$ cat src/hw/rtl/assert_macros.svh
// assertion macros used by the cache top level
`ifndef ASSERT_MACROS_SVH
`define ASSERT_MACROS_SVH

// antecedent implies consequent in the same cycle
`define ASSERT_IMPLY(label, clk, rst_n, ante, cons) \
    label: assert property (@(posedge clk) disable iff (!rst_n) (ante) |-> (cons)) \
        else $error("assertion failed");

// antecedent implies consequent in the next cycle
`define ASSERT_NEXT(label, clk, rst_n, ante, cons) \
    label: assert property (@(posedge clk) disable iff (!rst_n) (ante) |=> (cons)) \
        else $error("assertion failed");

`endif

$ cat src/hw/rtl/sacm_pkg.sv
// types and constants of the set-associative cache with mru-bit replacement
package sacm_pkg;

    localparam int MAX_SETS     = 1024;
    localparam int MAX_WAYS     = 8;
    localparam int SET_BITS     = $clog2(MAX_SETS);
    localparam int WAY_BITS     = 3;
    localparam int WAY_CNT_BITS = 4;
    localparam int SET_CNT_BITS = 11;
    localparam int WPB_BITS     = 7;
    localparam int WPB_MAX      = 64;
    localparam int ADDR_BITS    = 32;
    localparam int BYTE_BITS    = 2;
    localparam int TAG_BITS     = 30;
    localparam int DIV_STEPS    = TAG_BITS;
    localparam int DIV_CNT_BITS = $clog2(DIV_STEPS);
    localparam int CFG_IDX_BITS = 2;

    localparam logic [CFG_IDX_BITS-1:0] CFG_SET_COUNT       = 2'd0;
    localparam logic [CFG_IDX_BITS-1:0] CFG_WORDS_PER_BLOCK = 2'd1;
    localparam logic [CFG_IDX_BITS-1:0] CFG_WAY_COUNT       = 2'd2;

    localparam logic [SET_CNT_BITS-1:0] SET_COUNT_RST = 11'd16;
    localparam logic [WPB_BITS-1:0]     WPB_RST       = 7'd4;
    localparam logic [WAY_CNT_BITS-1:0] WAY_COUNT_RST = 4'd4;

    localparam logic CMD_ACCESS     = 1'b0;
    localparam logic CMD_INVALIDATE = 1'b1;

    typedef enum logic [2:0] {
        ST_CLEAR,
        ST_IDLE,
        ST_BLOCK,
        ST_SET,
        ST_READ,
        ST_UPDATE
    } state_t;

    typedef struct packed {
        logic [MAX_WAYS-1:0]               valid;
        logic [MAX_WAYS-1:0]               mru;
        logic [MAX_WAYS-1:0][TAG_BITS-1:0] tag;
    } row_t;

    typedef struct packed {
        logic                    start;
        logic [TAG_BITS-1:0]     dividend;
        logic [SET_CNT_BITS-1:0] divisor;
    } div_req_t;

    typedef struct packed {
        logic                    done;
        logic [TAG_BITS-1:0]     quotient;
        logic [SET_CNT_BITS-1:0] remainder;
    } div_rsp_t;

    typedef struct packed {
        logic                wr_en;
        logic [SET_BITS-1:0] addr;
        row_t                wdata;
    } ram_req_t;

    typedef struct packed {
        logic                hit;
        logic [WAY_BITS-1:0] way;
        logic                filled;
    } lookup_t;

endpackage

$ cat src/hw/rtl/sacm_div.sv
// restoring divider, one quotient bit per cycle, shared by block and set steps
module sacm_div
    import sacm_pkg::*;
(
    input  logic     clk,
    input  logic     rst_n,
    input  div_req_t req,
    output div_rsp_t rsp
);

    logic [SET_CNT_BITS-1:0] rem_reg, rem_next;
    logic [TAG_BITS-1:0]     quo_reg, quo_next;
    logic [SET_CNT_BITS-1:0] dvs_reg, dvs_next;
    logic [DIV_CNT_BITS-1:0] cnt_reg, cnt_next;
    logic                    run_reg, run_next;
    logic                    done_reg, done_next;
    logic [SET_CNT_BITS:0]   trial;
    logic [SET_CNT_BITS:0]   diff;
    logic                    ge;

    always_comb
    begin
        trial     = {rem_reg, quo_reg[TAG_BITS-1]};
        diff      = trial - {1'b0, dvs_reg};
        ge        = trial >= {1'b0, dvs_reg};
        rem_next  = rem_reg;
        quo_next  = quo_reg;
        dvs_next  = dvs_reg;
        cnt_next  = cnt_reg;
        run_next  = run_reg;
        done_next = 1'b0;
        if (req.start)
        begin
            rem_next = '0;
            quo_next = req.dividend;
            dvs_next = req.divisor;
            cnt_next = '0;
            run_next = 1'b1;
        end
        else if (run_reg)
        begin
            rem_next = ge ? diff[SET_CNT_BITS-1:0] : trial[SET_CNT_BITS-1:0];
            quo_next = {quo_reg[TAG_BITS-2:0], ge};
            cnt_next = cnt_reg + DIV_CNT_BITS'(1);
            if (cnt_reg == DIV_CNT_BITS'(DIV_STEPS - 1))
            begin
                run_next  = 1'b0;
                done_next = 1'b1;
            end
        end
    end

    always_ff @(posedge clk or negedge rst_n)
    begin
        if (!rst_n)
        begin
            cnt_reg  <= '0;
            run_reg  <= 1'b0;
            done_reg <= 1'b0;
        end
        else
        begin
            cnt_reg  <= cnt_next;
            run_reg  <= run_next;
            done_reg <= done_next;
        end
    end

    always_ff @(posedge clk)
    begin
        rem_reg <= rem_next;
        quo_reg <= quo_next;
        dvs_reg <= dvs_next;
    end

    assign rsp.done      = done_reg;
    assign rsp.quotient  = quo_reg;
    assign rsp.remainder = rem_reg;

endmodule

$ cat config.mk
export PLATFORM = sky130hd
export DESIGN_NAME = sacm_div
export DESIGN_NICKNAME = d
export VERILOG_FILES = /design/src/hw/rtl/assert_macros.svh /design/src/hw/rtl/sacm_pkg.sv /design/src/hw/rtl/sacm_div.sv
export SDC_FILE = /design/constraint.sdc
export NUM_CORES = 1
export LEC_CHECK = 0
export BUFFER_PORTS_ARGS = -buffer_cell sky130_fd_sc_hd__buf_2
export CAP_MARGIN = 5
export CORE_ASPECT_RATIO = 0.5
export CORE_UTILIZATION = 56
export DETAILED_ROUTE_END_ITERATION = 16
export PLACE_DENSITY = 0.94
export REMOVE_ABC_BUFFERS = 1
export SYNTH_ARGS = -nofsm -noshare
export SYNTH_HDL_FRONTEND = slang
export SYNTH_SLANG_ARGS = --single-unit
$ cat constraint.sdc
create_clock -name clk -period 5.84 [get_ports clk]
set_input_delay 1.168 -clock clk [delete_from_list [all_inputs] [get_ports clk]]
set_output_delay 1.168 -clock clk [all_outputs]
set_load 0.01 [all_outputs]
==> results.tsv <==
metric	value	unit
setup_violations	0	
numCtsBuffers	9	
synth.avg_cell_area	12.6	um^2
synthFlopType	edfxtp_1	
min_period	2520	ps
first_global_vias	2080	
place_hpwl	4.54	mm
tritoncts	done	
drive_gt1_frac	0.431	
vias_per_cell	5.66	
grt_max_degree	46	
holdPathStages	2	
dr.pass1.iters	4	
clock_latency	340	ps
cts_num_sinks	59	
crit_start	quo_reg[29]$_DFFE_PP_	
hold_path.class	register to register	
yosys-top-cells-area	edfxtp_1 (40%), mux2_2 (11%), dfxtp_1 (7.2%), dfrtp_1 (5.7%), ha_1 (5.3%)	
antenna_cells	0	
start_kind	register	
path_max_fanout	14	
synth_edf_count	41	
r2r_cells	9	
die_h	54.3	um
fin_nets	385	
fp.coreArea	5090	um^2
met3_usage	0.0869	
max-slew-margin-rel	0.291	
worstSetupEndpointType	register	
synth_top_area_cell	edfxtp_1	
seq_area_frac_synth	0.531	
crit_end	rem_reg[0]$_SDFFE_PP0P_	
critPathKind	register to register	
io_pins	86	
cp_top_family	compound AO/OA/AOI/OAI gates	
fp.dieW	107	um
drc	0	
leakage	1.65	nW
worstPathRequired	6110	ps
start_util	0.602	
ir_drop	0.215	mV
max-cap-violations	0	
fin_skew	9.15	ps
fin_setup_tns	0	ps
finalHoldViolations	0	
cts_hold_buf	0	
h-tree-depth	3	
met1_usage	0.261	
crit_arrival	2780	ps
slew_viol_final	0	
vias	2275	
cts_resized	0	
setup_ws	3320	ps
cts.clk_slew.worst_paths	70	ps
tightest_slew	1060	ps
cts-root-buf	clkbuf_8	
p_per_area	398	nW/um^2
yosys-top-cells-count	edfxtp_1 (41), mux2_2 (30), nor2_1 (22)	
met2_usage	0.428	
cts_buffer_depth	2	
yosys.cell_count.top_type	edfxtp_1	
crit_buf_inv	1	
p_total	1.49	mW
synth_top_area_share	0.402	
preCtsSetupSlack	3120	ps
first_iter_violations	88	
timing.rr.start	quo_reg[29]$_DFFE_PP_	
grt_setup_unrepaired	no	
place_area	3510	um^2
rows	18	
grt_first_pass_wirelength	9.99	mm
grt_use_total	0.239	
syn_area	3060	um^2
synth_cell_types	49	
crit_chain	inv_1 > ha_1 > fa_1 > nor2b_4 > o31a_4 > o21ai_4 > o21ai_4 > mux2_4 > a211oi_2	
max_freq	397	MHz
syn2layout_area_growth	21.8	%
antenna_found_initial	0	
largest_reg_flops	30	
period_share	0.431	
rr_endpoint	rem_reg[0]$_SDFFE_PP0P_	
ys_ff_latch	59	
slowest_delay	460	ps
reg2reg_slack	3320	ps
post_cts_buffers	0	
netlist_instances	243	
grt_busiest_layer	met2	
dieArea	5790	um^2
placement.io_buffers	85	
crit_path_frequent_cell	o21ai_4	
final_area	3730	um^2
yosys_warnings	0	
crit_cells	9	
routed_wl	6.74	mm
cp_slowest_cell	fa_1	
grt_overflow	0	
synthArstFlopShare	0.119	
ant_nets	0	
run_status	finished clean	
gp_congestion	0.835	
drt-wirelength-per-cell	16.8	um
kinds of logic after synthesis:
kind of cell,share of synthesized area
compound gates,0.0956
xor+xnor,0.0257
fa+ha+maj,0.0597
buf+inv,0.0392
flops,0.531
mux,0.138
simple gates,0.110
layout make-up:
type,instances,area [um^2]
clock buffer,9,124
multi-input combinational,157,1320
tap,70,87.6
inverter,14,52.6
sequential,59,1630
clock inverter,7,91.3
timing repair buffer,86,433
fill,345,1360
worst min-delay path by stage:
stage / to / from
floorplan: cnt_reg[4]$_DFFE_PN0P_ / cnt_reg[4]$_DFFE_PN0P_
global placement: rem_reg[4]$_SDFFE_PP0P_ / rem_reg[4]$_SDFFE_PP0P_
detailed placement: rem_reg[8]$_SDFFE_PP0P_ / rem_reg[8]$_SDFFE_PP0P_
CTS: rem_reg[8]$_SDFFE_PP0P_ / rem_reg[8]$_SDFFE_PP0P_
global route: rem_reg[8]$_SDFFE_PP0P_ / rem_reg[8]$_SDFFE_PP0P_
finish: rem_reg[7]$_SDFFE_PP0P_ / rem_reg[7]$_SDFFE_PP0P_
layout by cell type, fill, tap and decap left out, types with 3 or more instances in the layout:
cell type	n
a211oi_1	8
a21oi_1	6
buf_2	85
clkbuf_8	9
clkinv_2	3
dfrtp_1	7
dfxtp_1	11
edfxtp_1	41
ha_1	13
inv_1	13
mux2_2	30
mux2i_1	7
nand2_1	8
nand2b_1	4
nand4_1	4
nor2_1	22
o211ai_1	3
o21ai_0	6
xnor2_1	6
xor2_1	3
per-stage QoR:
| stage | util | instances | hold slack [ps] |
|---|---|---|---|
| floorplan | - | 230 | 505 |
| global placement | 0.691 | 386 | 509 |
| detailed placement | 0.691 | 386 | 521 |
| CTS | 0.733 | 402 | 529 |
| global route | 0.733 | 402 | 546 |
| finish | 0.733 | 402 | 529 |
worst min-delay path, stage by stage, from the launching register on:
cell and delay, ps:
dfxtp_1 340, nor2_1 90, a211oi_1 50
per-layer routing:
metal,wire length (um),share of wire
met4,212,0.031
met5,0,0
met1,2660,0.40
met2,3470,0.51
met3,398,0.059
where the power goes:
part / internal (mW) / switching (mW) / total [mW]
clock network: 0.239 / 0.171 / 0.410
logic: 0.234 / 0.277 / 0.511
registers: 0.516 / 0.0500 / 0.566
(Power assumes the default switching activity.)
