## src/hw/rtl/assert_macros.svh

```systemverilog
// assertion macros used by the cache top level
`ifndef ASSERT_MACROS_SVH
`define ASSERT_MACROS_SVH

// antecedent implies consequent in the same cycle
`define ASSERT_IMPLY(label, clk, rst_n, ante, cons) \
    label: assert property (@(posedge clk) disable iff (!rst_n) (ante) |-> (cons)) \
        else $error("assertion failed");

// antecedent implies consequent in the next cycle
`define ASSERT_NEXT(label, clk, rst_n, ante, cons) \
    label: assert property (@(posedge clk) disable iff (!rst_n) (ante) |=> (cons)) \
        else $error("assertion failed");

`endif

```

## src/hw/rtl/sacm_pkg.sv

```systemverilog
// types and constants of the set-associative cache with mru-bit replacement
package sacm_pkg;

    localparam int MAX_SETS     = 1024;
    localparam int MAX_WAYS     = 8;
    localparam int SET_BITS     = $clog2(MAX_SETS);
    localparam int WAY_BITS     = 3;
    localparam int WAY_CNT_BITS = 4;
    localparam int SET_CNT_BITS = 11;
    localparam int WPB_BITS     = 7;
    localparam int WPB_MAX      = 64;
    localparam int ADDR_BITS    = 32;
    localparam int BYTE_BITS    = 2;
    localparam int TAG_BITS     = 30;
    localparam int DIV_STEPS    = TAG_BITS;
    localparam int DIV_CNT_BITS = $clog2(DIV_STEPS);
    localparam int CFG_IDX_BITS = 2;

    localparam logic [CFG_IDX_BITS-1:0] CFG_SET_COUNT       = 2'd0;
    localparam logic [CFG_IDX_BITS-1:0] CFG_WORDS_PER_BLOCK = 2'd1;
    localparam logic [CFG_IDX_BITS-1:0] CFG_WAY_COUNT       = 2'd2;

    localparam logic [SET_CNT_BITS-1:0] SET_COUNT_RST = 11'd16;
    localparam logic [WPB_BITS-1:0]     WPB_RST       = 7'd4;
    localparam logic [WAY_CNT_BITS-1:0] WAY_COUNT_RST = 4'd4;

    localparam logic CMD_ACCESS     = 1'b0;
    localparam logic CMD_INVALIDATE = 1'b1;

    typedef enum logic [2:0] {
        ST_CLEAR,
        ST_IDLE,
        ST_BLOCK,
        ST_SET,
        ST_READ,
        ST_UPDATE
    } state_t;

    typedef struct packed {
        logic [MAX_WAYS-1:0]               valid;
        logic [MAX_WAYS-1:0]               mru;
        logic [MAX_WAYS-1:0][TAG_BITS-1:0] tag;
    } row_t;

    typedef struct packed {
        logic                    start;
        logic [TAG_BITS-1:0]     dividend;
        logic [SET_CNT_BITS-1:0] divisor;
    } div_req_t;

    typedef struct packed {
        logic                    done;
        logic [TAG_BITS-1:0]     quotient;
        logic [SET_CNT_BITS-1:0] remainder;
    } div_rsp_t;

    typedef struct packed {
        logic                wr_en;
        logic [SET_BITS-1:0] addr;
        row_t                wdata;
    } ram_req_t;

    typedef struct packed {
        logic                hit;
        logic [WAY_BITS-1:0] way;
        logic                filled;
    } lookup_t;

endpackage

```

## src/hw/rtl/sacm_update.sv

```systemverilog
// way match, invalidation, victim choice and mru update for one set row
module sacm_update
    import sacm_pkg::*;
(
    input  row_t                    row,
    input  logic                    command,
    input  logic [TAG_BITS-1:0]     tag,
    input  logic [WAY_CNT_BITS-1:0] ways,
    output row_t                    new_row,
    output lookup_t                 res
);

    logic [MAX_WAYS-1:0] use_m;
    logic [MAX_WAYS-1:0] match;
    logic [MAX_WAYS-1:0] empty;
    logic [MAX_WAYS-1:0] clr;
    logic [MAX_WAYS-1:0] onehot;
    logic [MAX_WAYS-1:0] mru_set;
    logic [WAY_BITS-1:0] w_match;
    logic [WAY_BITS-1:0] w_empty;
    logic [WAY_BITS-1:0] w_clr;
    logic [WAY_BITS-1:0] way;
    logic                all_set;

    always_comb
    begin
        for (int i = 0; i < MAX_WAYS; i++)
        begin
            use_m[i] = WAY_CNT_BITS'(i) < ways;
            match[i] = use_m[i] && row.valid[i] && (row.tag[i] == tag);
            empty[i] = use_m[i] && !row.valid[i];
            clr[i]   = use_m[i] && !row.mru[i];
        end
        w_match = '0;
        w_empty = '0;
        w_clr   = '0;
        for (int i = MAX_WAYS - 1; i >= 0; i--)
        begin
            if (match[i])
            begin
                w_match = WAY_BITS'(i);
            end
            if (empty[i])
            begin
                w_empty = WAY_BITS'(i);
            end
            if (clr[i])
            begin
                w_clr = WAY_BITS'(i);
            end
        end

        new_row = row;
        res     = '0;
        way     = '0;
        onehot  = '0;
        mru_set = row.mru;
        all_set = 1'b0;
        if (command == CMD_INVALIDATE)
        begin
            res.hit       = |match;
            res.way       = w_match;
            new_row.valid = row.valid & ~match;
        end
        else
        begin
            if (|match)
            begin
                way     = w_match;
                res.hit = 1'b1;
            end
            else if (|empty)
            begin
                way        = w_empty;
                res.filled = 1'b1;
            end
            else if (|clr)
            begin
                way = w_clr;
            end
            res.way = way;
            onehot  = MAX_WAYS'(1) << way;
            // miss: install the tag in the chosen way
            if (!res.hit)
            begin
                new_row.valid = row.valid | onehot;
                for (int i = 0; i < MAX_WAYS; i++)
                begin
                    if (onehot[i])
                    begin
                        new_row.tag[i] = tag;
                    end
                end
            end
            // with more than one way in use: mark mru, fold back when every way in use is valid and marked
            if (ways != WAY_CNT_BITS'(1))
            begin
                mru_set     = row.mru | onehot;
                all_set     = &((new_row.valid & mru_set) | ~use_m);
                new_row.mru = all_set ? ((mru_set & ~use_m) | onehot) : mru_set;
            end
        end
    end

endmodule

```

## config.mk

```make
export PLATFORM = sky130hd
export DESIGN_NAME = sacm_update
export DESIGN_NICKNAME = d
export VERILOG_FILES = /design/src/hw/rtl/assert_macros.svh /design/src/hw/rtl/sacm_pkg.sv /design/src/hw/rtl/sacm_update.sv
export SDC_FILE = /design/constraint.sdc
export NUM_CORES = 1
export LEC_CHECK = 0
export BUFFER_PORTS_ARGS = -buffer_cell sky130_fd_sc_hd__clkbuf_2
export CAP_MARGIN = 25
export CORE_AREA = 2 2 215 217
export DETAILED_ROUTE_END_ITERATION = 7
export DIE_AREA = 0 0 217 219
export GPL_TIMING_DRIVEN = 0
export SLEW_MARGIN = 30
export SYNTH_ARGS = -nofsm -noshare
export SYNTH_HDL_FRONTEND = slang
export SYNTH_SLANG_ARGS = --single-unit
export TNS_END_PERCENT = 20
```

## constraint.sdc

```tcl
create_clock -name vclk -period 4.2
set_input_delay 0.63 -clock vclk [all_inputs]
set_output_delay 0.63 -clock vclk [all_outputs]
set_load 0.02 [all_outputs]
```

==> flow_summary.json <==
{
  "grt_use_met1": 0.369,
  "setup_viol": 254,
  "period_minus_slack_ps": 4700,
  "vias": 11500,
  "slew_headroom": 0.425,
  "arrival_ps": 4070,
  "finalPower_w": 0.00203,
  "gr-usage-met3": 0.0646,
  "rows": 78,
  "vdd_drop_max_uv": 84.6,
  "syn_inst": 962,
  "tightest_slew_ps": 862,
  "grt.total_usage": 0.282,
  "drc": 0,
  "pre_cts_slack_ps": -2290,
  "grt_pass1_wl_um": 92700,
  "fin_crit_sh": 1.12,
  "routabilityCongestion": 0.977,
  "seq_cells": 0,
  "drtAntennaViolNets": 0,
  "p_leak_nw": 6.57,
  "grt_max_degree": 11,
  "fin_ws_ps": -499,
  "ios": 552,
  "slowest_stage": "nor4_4",
  "slew_viol_final": 0,
  "status": "finished with violations",
  "hold_viol_final": 0,
  "routedWlPerCell_um": 33.1,
  "final_cells": 2184,
  "cp_max_fo": 6,
  "fmax_mhz": 213,
  "drt-initial-drc-count": 1043,
  "endpoint_kind": "primary output",
  "power.density_mw_per_mm2": 137,
  "ys_types": 67,
  "grt_use_met2": 0.441,
  "seq_area_frac_synth": 0,
  "rsz0062_at_grt": "yes",
  "critPathKind": "in -> out",
  "post_synth.cell_area_avg_um2": 7.91,
  "hold_class": "in -> out",
  "yosys_warnings": 0,
  "finalSetupTns_ps": -75020,
  "area_growth_pct": 95.0,
  "dp.cells": 2083,
  "syn_nets": 1253,
  "post_drt_via_cell_ratio": 5.28,
  "die_area_mm2": 0.0475,
  "drive_gt1_frac": 0.689,
  "busiest_layer": "met2",
  "grt_pass1_vias": 11100,
  "violations": "negative setup slack",
  "register_area_um2": 0,
  "die_w_um": 217,
  "cp_cell_sequence": "buf_16 -> buf_12 -> xor2_4 -> nor4_4 -> nand4_1 -> nor4_4 -> buf_6 -> nor2_4 -> a211oi_4 -> mux2_4 -> a2111o_1 -> nor4_4 -> buf_4 -> o21ai_2 -> clkbuf_8",
  "coreArea_mm2": 0.0451,
  "nClkBuffers": 0,
  "fillers": 4761,
  "antenna_found_initial": 8,
  "cap_violations": 0,
  "required_ps": 3570,
  "startpoint_type": "input port",
  "initial_core_util": 0.169,
  "overflow": 0,
  "nets": 1874,
  "syn_area_mm2": 0.00761,
  "drt_wl_total_um": 72200,
  "hold_buffers": 0,
  "hpwl_um": 56600,
  "buffer_ports.inserted": 521,
  "cp_slowest_stage_delay_ps": 430,
  "firstDrtPassIters": 5,
  "whs_ps": 1620,
  "crit_top_cell": "nor4_4",
  "die_h_um": 219
}
-- critical path, delay by kind of cell --
kind,cells,cell delay [ps]
AO/OA/AOI/OAI,3,820
multiplexers,1,350
AND/OR/NAND/NOR,5,1260
buffers and inverters,5,790
XOR/XNOR,1,180
-- routing by layer --
metal | part of all wire | up-vias | wire length [µm]
met5 | 0.00017 | - | 12
met4 | 0.053 | 2 | 3820
met3 | 0.097 | 187 | 7020
met2 | 0.44 | 869 | 31900
met1 | 0.41 | 5724 | 29400
li1 | - | 4752 | -
-- what timing repair did --
action | CTS | global route
endpoints found under the hold margin | 0 | 0
pin swaps | 28 | 49
cloned | 6 | 3
setup endpoints to repair | 261 | 256
resized for setup | 396 | 438
setup buffers | 45 | 54
-- worst paths after layout --
path      from           end  slack, ps  cells past startpoint
max    tag[28]  new_row[243]       -500                     15
min   row[219]  new_row[219]       1620                      3
-- Yosys cell counts, types with 7 or more instances --
library cell    n  area [µm²]
nor4_1         44         275
or4_1           7        52.6
o21ai_0        22         110
and3_1          7        43.8
inv_1          20        75.1
nor3_1         16        80.1
xnor2_1       123        1080
nand2b_1       12        75.1
buf_2          83         415
nand3_1        11        55.1
nand2_1        36         135
nor2_1         30         113
mux2_2        231        2600
xor2_1        114         998
clkbuf_1        8        30.0
a22oi_1        10        75.1
a21oi_1        27         135
nand4_1        51         319
-- report_power, final --
| part | total [W] | switching (W) | internal (W) |
|---|---|---|---|
| Clock | 0.0000000000646 | 0 | 0.0000000000646 |
| Combinational | 0.00203 | 0.00119 | 0.000839 |
| Sequential | 0 | 0 | 0 |
| Total | 0.00203 | 0.00119 | 0.000839 |
-- cell families after synthesis --
| family | after synthesis | share of synthesized area |
|---|---|---|
| compound gates | 112 | 0.0971 |
| xor+xnor | 237 | 0.273 |
| buf+inv | 114 | 0.0714 |
| mux | 236 | 0.349 |
| simple gates | 263 | 0.210 |
-- layout make-up --
cell class | instances | area (µm²) | share of cell area
multi-input combinational | 848 | 8460 | 0.570
timing repair buffer | 624 | 4330 | 0.292
buffer | 88 | 1210 | 0.0815
tap | 600 | 751 | 0.0506
inverter | 21 | 83.8 | 0.00565
antenna | 3 | 7.51 | 0.000506
-- cells in the final DEF, fill, tap and decap left out, types with 6 or more instances in the layout --
cell type  instances
a21oi_1           20
a22oi_1            8
buf_12            32
buf_16             7
buf_2             74
buf_4             91
buf_6             88
buf_8             45
clkbuf_2         365
inv_1             20
mux2_2           167
mux2_4            65
nand2_1           30
nand2b_1          12
nand3_1            7
nand4_1           51
nand4b_1           6
nor2_1            22
nor2_4             8
nor3_1            10
nor4_1            23
nor4_2             6
nor4_4            18
o211ai_1           6
o21ai_0           17
xnor2_1          102
xnor2_2           18
xor2_1            95
xor2_2            15
-- per-stage QoR --
| stage | instance area (µm²) | utilization |
|---|---|---|
| 2_1_floorplan | 7670 | - |
| 3_3_place_gp | 11000 | 0.245 |
| 3_5_place_dp | 11000 | 0.245 |
| 4_1_cts | 13200 | 0.293 |
| 5_1_grt | 14800 | 0.329 |
| 6_report | 14800 | 0.329 |
Note: power is estimated with default switching activity, not from simulation.
